--- config.mk ---
export PLATFORM = sky130hd
export DESIGN_NAME = awfd_ctrl
export DESIGN_NICKNAME = d
export VERILOG_FILES = /design/src/hw/rtl/acoustic_wave_fd_step_assert.svh /design/src/hw/rtl/awfd_pkg.sv /design/src/hw/rtl/awfd_ctrl.sv
export SDC_FILE = /design/constraint.sdc
export NUM_CORES = 1
export LEC_CHECK = 0
export BUFFER_PORTS_ARGS = -buffer_cell sky130_fd_sc_hd__buf_4
export CORE_MARGIN = 2
export CORE_UTILIZATION = 50
export DETAILED_ROUTE_END_ITERATION = 16
export PLACE_DENSITY = 0.75
export SKIP_LAST_GASP = 1
export SYNTH_ARGS = -nofsm -noshare
export SYNTH_HDL_FRONTEND = slang
export SYNTH_SLANG_ARGS = --single-unit
export TNS_END_PERCENT = 1
--- constraint.sdc ---
create_clock -name clk -period 2.15 [get_ports clk]
set_clock_uncertainty 0.1 [all_clocks]
set_input_delay 0.3225 -clock clk [delete_from_list [all_inputs] [get_ports clk]]
set_output_delay 0.3225 -clock clk [all_outputs]
set_load 0.05 [all_outputs]
--- src/hw/rtl/acoustic_wave_fd_step_assert.svh ---
// assertion macros for the acoustic wave stencil block
// needs clk and rst_n in the scope of the user
`ifndef ACOUSTIC_WAVE_FD_STEP_ASSERT_SVH
`define ACOUSTIC_WAVE_FD_STEP_ASSERT_SVH

// antecedent implies consequent in the same cycle
`define AWFD_ASSERT_NOW(lbl, ante, cons) \
  lbl: assert property (@(posedge clk) disable iff (!rst_n) (ante) |-> (cons)) \
    else $error("assertion failed");

// antecedent implies consequent in the next cycle
`define AWFD_ASSERT_NEXT(lbl, ante, cons) \
  lbl: assert property (@(posedge clk) disable iff (!rst_n) (ante) |=> (cons)) \
    else $error("assertion failed");

`endif

--- src/hw/rtl/awfd_pkg.sv ---
// shared types and constants of the acoustic wave stencil block
// no dependencies
package awfd_pkg;

  localparam int MAX_DEPTH   = 1024;
  localparam int SAMPLE_BITS = 24;
  localparam int ROW_W       = $clog2(MAX_DEPTH);
  localparam int DEPTH_W     = 11;
  localparam int COL_W       = 13;
  localparam int CS_AW       = ROW_W + 2;
  localparam int DL_AW       = ROW_W + 1;
  localparam int VEL_W       = 16;
  localparam int COEF_W      = 24;
  localparam int C0_W        = COEF_W + 4;
  localparam int OPND_W      = SAMPLE_BITS + 2;
  localparam int PROD_W      = C0_W + OPND_W;
  localparam int ACC_W       = PROD_W + 3;
  localparam int LAP_W       = ACC_W - 20;
  localparam int TPROD_W     = LAP_W + VEL_W + 1;
  localparam int TERM_W      = TPROD_W - 16;
  localparam int RES_W       = TERM_W + 3;
  localparam int CFG_IW      = 3;
  localparam int CFG_DW      = 24;
  localparam int WIDTH_LIMIT = 4096;
  localparam int DEPTH_LOW   = 5;
  localparam int COUNT_MAX   = 8191;
  localparam int NUM_READS   = 8;
  localparam int NUM_TERMS   = 5;

  typedef enum logic [CFG_IW-1:0] {
    REG_GRID_DEPTH  = 3'd0,
    REG_GRID_WIDTH  = 3'd1,
    REG_COEF_Z_NEAR = 3'd2,
    REG_COEF_Z_FAR  = 3'd3,
    REG_COEF_X_NEAR = 3'd4,
    REG_COEF_X_FAR  = 3'd5
  } reg_idx_t;

  typedef enum logic [5:0] {
    ST_IDLE  = 6'b000001,
    ST_READ  = 6'b000010,
    ST_MAC   = 6'b000100,
    ST_ROUND = 6'b001000,
    ST_VMUL  = 6'b010000,
    ST_FIN   = 6'b100000
  } state_t;

  typedef struct packed {
    logic       load;
    logic       rd_en;
    logic [2:0] rd_idx;
    logic       cap_en;
    logic [2:0] cap_idx;
    logic       mul_en;
    logic [2:0] mul_idx;
    logic       acc_en;
    logic       round_en;
    logic       vmul_en;
    logic       fin_en;
  } cmd_t;

  typedef struct packed {
    logic calc;
    logic out_free;
  } stat_t;

endpackage

--- src/hw/rtl/awfd_ctrl.sv ---
// sequencer of the acoustic wave stencil block
// depends on awfd_pkg
module awfd_ctrl import awfd_pkg::*; (
  input  logic  clk,
  input  logic  rst_n,
  input  logic  in_valid,
  output logic  in_ready,
  input  stat_t stat,
  output cmd_t  cmd
);

  state_t     state_r, state_nxt;
  logic [3:0] step_r, step_nxt;

  always_comb begin
    state_nxt = state_r;
    step_nxt  = step_r;
    cmd       = '0;
    in_ready  = 1'b0;
    unique case (state_r)
      ST_IDLE: begin
        in_ready = 1'b1;
        if (in_valid) begin
          cmd.load  = 1'b1;
          state_nxt = ST_READ;
          step_nxt  = '0;
        end
      end
      ST_READ: begin
        cmd.rd_en   = (step_r < 4'(NUM_READS));
        cmd.rd_idx  = step_r[2:0];
        cmd.cap_en  = (step_r != '0);
        cmd.cap_idx = 3'(step_r - 4'd1);
        step_nxt    = step_r + 4'd1;
        if (step_r == 4'(NUM_READS)) begin
          step_nxt  = '0;
          state_nxt = stat.calc ? ST_MAC : ST_FIN;
        end
      end
      ST_MAC: begin
        cmd.mul_en  = (step_r < 4'(NUM_TERMS));
        cmd.mul_idx = step_r[2:0];
        cmd.acc_en  = (step_r != '0);
        step_nxt    = step_r + 4'd1;
        if (step_r == 4'(NUM_TERMS)) begin
          step_nxt  = '0;
          state_nxt = ST_ROUND;
        end
      end
      ST_ROUND: begin
        cmd.round_en = 1'b1;
        state_nxt    = ST_VMUL;
      end
      ST_VMUL: begin
        cmd.vmul_en = 1'b1;
        state_nxt   = ST_FIN;
      end
      ST_FIN: begin
        if (stat.out_free) begin
          cmd.fin_en = 1'b1;
          state_nxt  = ST_IDLE;
        end
      end
      default: begin
        state_nxt = ST_IDLE;
      end
    endcase
  end

  always_ff @(posedge clk) begin
    if (!rst_n) begin
      state_r <= ST_IDLE;
      step_r  <= '0;
    end else begin
      state_r <= state_nxt;
      step_r  <= step_nxt;
    end
  end

endmodule

======== Word level (Yosys, flattened, before mapping) ========
Index checks and enable logic that the tools add are counted.
operators by class
  multiplexer cells ....................... 19
  eq/ne operators ......................... 12
  order comparisons ....................... 2
  add/sub/neg operators ................... 2
  reduce and logical (&&, ||, !) cells .... 4
operator list
  kind                                                                   number
  6-bit case mux with 6 select lines                                     1
  6-bit 2-to-1 mux                                                       5
  4-bit 2-to-1 mux                                                       3
  4-bit case mux with 3 select lines                                     1
  8-bit 2-to-1 mux                                                       1
  2-bit != test, second input constant                                   4
  1-bit 2-to-1 mux                                                       7
  6-bit by 1-bit equality test with 1-bit output, second input constant  1
  6-bit by 2-bit equality test with 1-bit output, second input constant  1
  6-bit by 3-bit equality test with 1-bit output, second input constant  1
  6-bit by 4-bit equality test with 1-bit output, second input constant  1
  6-bit by 5-bit equality test with 1-bit output, second input constant  1
  6-bit equality test, second input constant                             1
  5-bit 2-to-1 mux                                                       1
  4-bit by 1-bit adder with 4-bit output, second input constant          1
  4-bit by 3-bit equality test with 1-bit output, second input constant  1
  4-bit equality test, second input constant                             1
  4-bit by 3-bit < comparator with 1-bit output, second input constant   1
  4-bit < comparator, second input constant                              1
  4-bit AND reduction                                                    1
  4-bit nonzero test                                                     1
  3-bit nonzero test                                                     1
  3-bit by 1-bit subtractor with 3-bit output, second input constant     1
  2-bit AND reduction                                                    1
word-level totals
  flip-flop bits (word level) ............. 10
  word-level logic and storage cells ...... 41
  output and inout bits ................... 18
  input port bits ......................... 5

======== Logic depth before layout (Yosys ltp) ========
Gate-level depths: netlist (run 1).
  depth after elaboration ................. 3
  gate-level depth with buffers ........... 7
  depth with buffers taken out ............ 6

======== Worst setup path before layout (run 1) ========
OpenSTA, ideal clock, no wires.
  path type ............................... register -> output
  from .................................... register state_r[4]
  to ...................................... output port cmd[16] (netlist bit)
  data required time ...................... 1727 ps
  buffers on the path ..................... 2
  setup slack ............................. -1013 ps
  cell stages (with the launch flop) ...... 6
  arrival time ............................ 2740 ps
  path through ............................ dfxtp_1 buf_6 or4_4 buf_6 nor3_1 and2_1
RTL lines
  element                 RTL line         RTL
  start, declared         awfd_ctrl.sv:12  state_t state_r, state_nxt;
  start signal, assigned  awfd_ctrl.sv:75  state_r <= state_nxt;
  end, declared           awfd_ctrl.sv:9   output cmd_t cmd

==> metrics.md, run 1 <==
| Metric | Value |
|---|---|
| Hold crit path type | `primary input to flop` |
| Max rail drop VDD | `about 0.55 mV` |
| Drt via density | `5.81` |
| Crit path to | `cmd[13]` |
| Failing checks | `negative setup slack` |
| Initial Utilization | `53.2%` |
| Total congestion overflow | `0` |
| H-tree depth | `1` |
| Final wirelength | `2230 µm` |
| Share of layout cells above drive strength 1 | `42.9%` |
| First-pass iteration count of the detailed router | `5` |
| Setup CP Type | `flop to primary output` |
| RSZ-0062 raised after global routing | `true` |
| ANT cells | `0` |
| Reg-to-Reg End | `state_r[2]$_SDFFE_PN0P_` |
| DIE HEIGHT | `44.0 µm` |
| Data arrival, critical path | `1.80 ns` |
| DP Wirelength | `1580 µm` |
| Antenna viol nets, final | `0` |
| Placeable Area | `1510 µm²` |
| Mapped Area | `between 800 and 900 µm²` |
| Gpl congestion | `0.819` |
| First-pass GRT wire length | `3610 µm` |
| WL/cell | `15.0 µm` |
| Clock slew seen by the registers of the worst setup and hold paths | `0.06 ns` |
| Filler Cells Inserted | `slightly above 100` |
| Num CTS Buffers | `3` |
| Leakage | `0.512 nW` |
| DR DRC count | `0` |
| Area Overhead vs Synth | `48.7%` |
| CTS Root Cell | `clkbuf_4` |
| Final Cycle Share | `104%` |
| Clk sink count | `10` |
| CP peak stage delay | `0.56 ns` |
| Final TNS setup | `-0.604 ns` |
| Initial antenna violation count | `0` |
| Instance count on the critical path | `4` |
| Final hold violation count | `0` |
| Mean post-synth cell area | `7.93 µm²` |
| Synth warnings | `0` |
| Max-slew violation count | `0` |
| Via count | `866` |
| Clock Tree Buf Depth | `2` |
| CP Capture Type | `primary output` |
| Max-Cap Viols | `0` |
| Chip width | `44.0 µm` |
| Pwr Total | `557 µW` |
| Synth Instances | `about 100` |
| FF-to-FF setup slack | `roughly 0.010 ns` |
| Final Setup Violations | `9` |
| Status | `finished, violations left` |
| Rel. slew slack | `approximately two thirds` |
| Worst skew pair latency | `0.28 ns` |
| R2R depth | `6` |
| CTS tree | `yes` |
| All-Layer GR Usage | `roughly a quarter` |
| Cell Rows | `14` |
| Tmin final | `2.23 ns` |
| Synth unique cells | `between 40 and 50` |
| Buf/Inv on CP | `1` |
| IO Pins | `23` |
| Fmax | `0.449 GHz` |
| Crit-path cells | `or4_4 -> or2_4 -> nor2_4 -> buf_4` |
| Vias in the first global route | `808` |
| PortBufs | `22` |
| Worst setup SP type | `flop` |
| # hold bufs at CTS | `0` |
| Worst Slack Setup Final | `-0.0769 ns` |
| Die area | `around 1900 µm²` |
| Power Density | `between 400 and 500 nW/µm²` |
| Worst-margin pin slew | `roughly 0.50 ns` |
| CP max stage cell | `or4_4` |
| Fin nets | `143` |
| Worst EP required | `roughly 1.7 ns` |
| Initial DRC count | `13` |
| CP Max Fanout | `9` |
| Worst path top cell family by delay | `simple AND/OR/NAND/NOR gates` |
| Synth Register Bits | `10` |
| Setup crit start | `state_r[3]$_SDFFE_PN0P_` |
| Largest net degree at the start of global routing | `12` |
| Worst r2r src | `state_r[3]$_SDFFE_PN0P_` |
| Mapped Nets | `110` |
| Seq/Total Area, Yosys | `25.0%` |
kinds of logic (layout without fill, tap and decap cells):
group                    count (synthesis)  in the layout  synth area share (%)
multiplexers                             2              2                  2.50
AO/OA/AOI/OAI                           23             23                  23.3
flip-flops                              10             10                  25.0
AND/OR/NAND/NOR                         48             48                  33.1
adder cells (fa/ha/maj)                  4              4                  6.25
buffers and inverters                   12             44                  7.66
XOR/XNOR                                 2              2                  2.19
how the worst min path moves through the flow:
| stage | start | end | slack (ns) | depth (start not counted) |
|---|---|---|---|---|
| 6_report | stat[1] | state_r[2]$_SDFFE_PN0P_ | 0.25 | 3 |
| 5_1_grt | stat[1] | state_r[2]$_SDFFE_PN0P_ | 0.26 | 3 |
| 4_1_cts | rst_n | step_r[1]$_SDFFE_PN0P_ | 0.22 | 3 |
| 3_5_place_dp | step_r[1]$_SDFFE_PN0P_ | step_r[1]$_SDFFE_PN0P_ | 0.45 | 2 |
| 3_3_place_gp | step_r[1]$_SDFFE_PN0P_ | step_r[1]$_SDFFE_PN0P_ | 0.45 | 2 |
| 2_1_floorplan | stat[1] | state_r[2]$_SDFFE_PN0P_ | 0.37 | 2 |
flip-flops by register name, indices dropped and copies added (netlist names):
signal and flops:
step_r 4, state_r 6
layout make-up:
type / instances / area [µm²] / area share (%)
clock buffer: 4 / 36.3 / 3.05
inverter: 5 / 18.8 / 1.58
multi-input combinational: 79 / 638 / 53.6
sequential: 10 / 200 / 16.8
tap: 16 / 20.0 / 1.68
timing repair buffer: 35 / 278 / 23.3
worst reg2reg max path: stages (launching register included):
cell and delay (ns):
dfxtp_1 0.31, or4_4 0.56, buf_8 0.16, buf_4 0.14, a311oi_4 0.38, a211o_1 0.21
mux2i_1 0.21
stage by stage:
stage / area (µm²) / hold WS [ns] / setup WS (ns) / cells / utilization (%)
5_1_grt: 1190 / 0.263 / -0.114 / 149 / 79.1
3_3_place_gp: 1110 / 0.450 / 0.103 / 144 / 73.8
6_report: 1190 / 0.246 / -0.0769 / 149 / 79.1
3_5_place_dp: 1110 / 0.449 / 0.0773 / 144 / 73.8
4_1_cts: 1160 / 0.217 / -0.0949 / 148 / 77.0
2_1_floorplan: 881 / 0.373 / -0.171 / 101 / -
placed cells by master (no fill, tap or decap), types with 2 or more instances in the layout:
master	instances
buf_8	2
nor3_1	3
nor3b_1	2
nor2_4	8
o21ai_0	6
clkbuf_4	3
dfxtp_1	10
nand2b_1	2
a31oi_1	2
nand3b_1	2
inv_1	5
nor2_1	8
and2_1	2
nor2b_1	2
buf_4	33
nand2_1	5
ha_1	4
mux2i_1	2
nand3_1	2
report_power, final:
group          total (mW)  leakage, nW  internal (mW)  switching, mW
clock               0.174       0.0210          0.103         0.0712
combinational       0.180        0.410         0.0745          0.105
sequential          0.203       0.0811          0.191         0.0116
total               0.557        0.512          0.369          0.188
timing repair:
item,4_1_cts,5_1_grt
setup buffers,0,1
setup endpoints to repair,10,17
gates resized for setup,3,5
pin swaps,0,4
per-layer routing:
layer | vias to the layer above | GRT usage, % | share of wire, %
met2 | 23 | 41.2 | 52
met4 | 0 | 18.8 | 1.8
met1 | 403 | 30.3 | 42
li1 | 434 | - | -
met5 | - | 0 | 0
met3 | 6 | 4.90 | 3.6
Yosys cell counts, drive strengths merged:
library cell	number	area, µm²
o41ai	1	8.76
nor2b	2	12.5
a2bb2oi	1	8.76
o21ai	8	43.8
nand2b	2	12.5
dfxtp	10	200
and4b	1	10.0
inv	5	18.8
and3b	1	8.76
nand3b	2	15.0
o2111ai	1	8.76
a31oi	2	12.5
or2	1	6.26
o311ai	1	8.76
nor3	5	25.0
buf	3	27.5
xnor2	1	8.76
nor2	16	60.1
nor3b	3	22.5
a211o	1	8.76
a22oi	1	7.51
o41a	1	11.3
ha	4	50.1
and2	3	18.8
and3	1	6.26
o211a	1	10.0
nand3	2	10.0
nand2	5	18.8
o21a	1	7.51
o221ai	1	8.76
or4	1	11.3
nor4b	1	15.0
o31ai	1	7.51
xor2	1	8.76
a311oi	1	26.3
clkbuf	4	15.0
nor4	2	12.5
mux2i	2	20.0
o211ai	1	7.51
(Power assumes the default switching activity.)
==> run 2: changes to the inputs <==
PLACE_DENSITY = unset   (was 0.75)
PLACE_DENSITY_LB_ADDON = 0.05   (was unset)
==> run 2 against run 1 <==
  * Setup slack improved by 0.019 ns
  * Register-to-register slack about the same
  * Sequential cell count unchanged
  * Sequential power about the same
  * First-iteration DRC count increased by 85%
  * Wire length increased by 1.2%
  * Via count increased by 4.7%
  * Critical path depth unchanged
  * Clock power about the same
  * The flow still finishes with violations (negative setup slack)
  * Largest power group unchanged
  * Highest routed layer unchanged
  * Final cell count increased by 2.7%
==> metrics.md, run 2 (synthesized netlist as in run 1, its figures left out) <==
| Metric | Value |
|---|---|
| CP peak stage delay | `0.57 ns (about the same)` |
| Share of layout cells above drive strength 1 | `43.8% (+0.94 points)` |
| PortBufs | `22 (unchanged)` |
| Final wirelength | `2260 µm (+1.2%)` |
| IO Pins | `23 (unchanged)` |
| CP Max Fanout | `5 (-4)` |
| Post-layout util | `80.3% (+1.2 points)` |
| Largest regs | `state_r (6), step_r (4)` |
| Cell Rows | `14 (unchanged)` |
| Data arrival, critical path | `1.79 ns (about the same)` |
| R2R depth | `6 (unchanged)` |
| Vias in the first global route | `800 (-0.99%)` |
| Placed inst area | `1110 µm² (unchanged)` |
| Setup CP Type | `flop to primary output` |
| # hold bufs at CTS | `0 (unchanged)` |
| Leakage | `0.529 nW (+3.3%)` |
| Antenna viol nets, final | `0 (unchanged)` |
| Worst path top cell family by delay | `simple AND/OR/NAND/NOR gates` |
| Die area | `1940 µm² (unchanged)` |
| Comb power frac | `33.4% (+1.1 points)` |
| Tmin final | `2.21 ns (-0.0187 ns)` |
| Num CTS Buffers | `3 (unchanged)` |
| Chip width | `44.0 µm (unchanged)` |
| Via count | `907 (+4.7%)` |
| CTS Root Cell | `clkbuf_4` |
| First-pass GRT wire length | `3520 µm (-2.5%)` |
| Hold crit path type | `primary input to flop` |
| Internal power | `374 µW (+1.5%)` |
| Reg with most FFs | `state_r` |
| Power Density | `464 nW/µm² (-0.78%)` |
| Max reg flops | `6 (unchanged)` |
| Fmax | `0.453 GHz (+0.85%)` |
| WL/cell | `14.8 µm (-1.4%)` |
| Max-Cap Viols | `0 (unchanged)` |
| Initial DRC count | `24 (+11)` |
| DP Wirelength | `1650 µm (+4.7%)` |
| Worst Slack Setup Final | `-0.0582 ns (+0.0187 ns)` |
| Final Setup Violations | `13 (+4)` |
| DR DRC count | `0 (unchanged)` |
| Fin nets | `147 (+2.8%)` |
| Max-slew violation count | `0 (unchanged)` |
| H-tree depth | `1 (unchanged)` |
| Final TNS setup | `-0.367 ns (+0.237 ns)` |
| CP max stage cell | `or4_4` |
| ANT cells | `0 (unchanged)` |
| Worst EP required | `1.73 ns (about the same)` |
| Instance count on the critical path | `4 (unchanged)` |
| First-pass iteration count of the detailed router | `4 (-1)` |
| Rel. slew slack | `57.6% (-8.7 points)` |
| CTS tree | `yes` |
| Worst skew pair latency | `0.27 ns (about the same)` |
| Clk sink count | `10 (unchanged)` |
| Most frequent cells in the layout | `36 x buf_4, 10 x dfxtp_1, 8 x nor2_4, 8 x nor2_1, 6 x o21ai_0` |
| Crit-path cells | `or4_4 -> or2_4 -> nor2_4 -> buf_4` |
| Clock Tree Buf Depth | `2 (unchanged)` |
| RSZ-0062 raised after global routing | `true` |
| Area Overhead vs Synth | `51.1%` |
| Most common cell after layout, fill and taps aside | `buf_4` |
| Initial Utilization | `53.2% (unchanged)` |
| All-Layer GR Usage | `24.5% (-1.2 points)` |
| Placeable Area | `1510 µm² (unchanged)` |
| Post-route cell area | `1210 µm² (+1.6%)` |
| Clock power frac | `30.7% (-0.6 points)` |
| Sw Share | `33.3% (-0.46 points)` |
| Filler Cells Inserted | `98 (-4.9%)` |
| Clock slew seen by the registers of the worst setup and hold paths | `0.07 ns (about the same)` |
| Initial antenna violation count | `0 (unchanged)` |
| Total congestion overflow | `0 (unchanged)` |
| DIE HEIGHT | `44.0 µm (unchanged)` |
| Hold depth | `3 (unchanged)` |
| Hold Slack | `0.240 ns (-0.00575 ns)` |
| CP Capture Type | `primary output` |
| Failing checks | `negative setup slack` |
| Final Cycle Share | `103% (-0.87 points)` |
| Largest net degree at the start of global routing | `12 (unchanged)` |
| Final hold violation count | `0 (unchanged)` |
| P_sw | `187 µW (-0.58%)` |
| Worst-margin pin slew | `0.628 ns (+0.129 ns)` |
| Worst setup SP type | `flop` |
| Status | `finished, violations left` |
| Flop pwr share | `35.9% (-0.5 points)` |
| Buf/Inv on CP | `1 (unchanged)` |
| Max rail drop VDD | `0.361 mV (-34%)` |
| Drt via density | `5.93 (+2.0%)` |
| Gpl congestion | `0.788 (-3.7%)` |
run 2: changes by cell type in the layout (fill, tap and decap cells not counted):
cell | before | now
nor3b_2 | 0 | 1
nor4_2 | 1 | 0
nor4_1 | 1 | 2
buf_4 | 33 | 36
or2_4 | 1 | 2
nor3b_4 | 1 | 0
run 2: worst paths after layout:
path / slack [ns] / from / to
worst min-delay path: 0.24 / rst_n / step_r[1]$_SDFFE_PN0P_
worst min register to register: 0.47 / step_r[1]$_SDFFE_PN0P_ / step_r[1]$_SDFFE_PN0P_
worst max-delay path: -0.06 / state_r[4]$_SDFFE_PN0P_ / cmd[14]
worst max register to register: 0.01 / state_r[4]$_SDFFE_PN0P_ / step_r[3]$_SDFFE_PN0P_
run 2: tightest hold or removal path: stages:
cell and delay (ns):
buf_4 0.15, inv_1 0.06, a31oi_1 0.04
run 2: stage by stage:
step           total power [mW]  worst slack (ns)  std cells
2_1_floorplan             0.327            -0.171        101
3_5_place_dp              0.377            0.0647        144
6_report                  0.561           -0.0582        153
5_1_grt                   0.586            -0.152        153
4_1_cts                   0.554           -0.0548        148
3_3_place_gp              0.374            0.0992        144
run 2: repair_timing:
item	CTS	global route
buffers inserted	0	4
setup endpoints to repair	10	15
gates resized for setup	5	2
gates cloned	0	1
hold endpoints to repair	0	0
pin swaps	1	4
run 2: layout make-up:
class	instances	area (µm²)	share of cell area (%)
multi-input cells	80	634	52.4
clock buffers	4	36.3	3.00
inverters	5	18.8	1.55
repair buffers	38	300	24.8
flip-flops and latches	10	200	16.5
well taps	16	20.0	1.65
run 2: per-layer routing:
metal / GRT usage [%] / routed length [µm] / up-vias
li1: - / - / 443
met1: 29.4 / 951 / 431
met2: 41.2 / 1170 / 29
met3: 5.71 / 101 / 4
met4: 11.5 / 31 / 0
met5: 0 / 0 / -
run 2: power by group through the flow:
stage,clock [mW],sequential [mW],combinational (mW)
2_1_floorplan,0,0.198,0.128
3_3_place_gp,0,0.205,0.168
3_5_place_dp,0,0.206,0.171
4_1_cts,0.175,0.202,0.178
5_1_grt,0.183,0.203,0.201
6_report,0.172,0.202,0.187
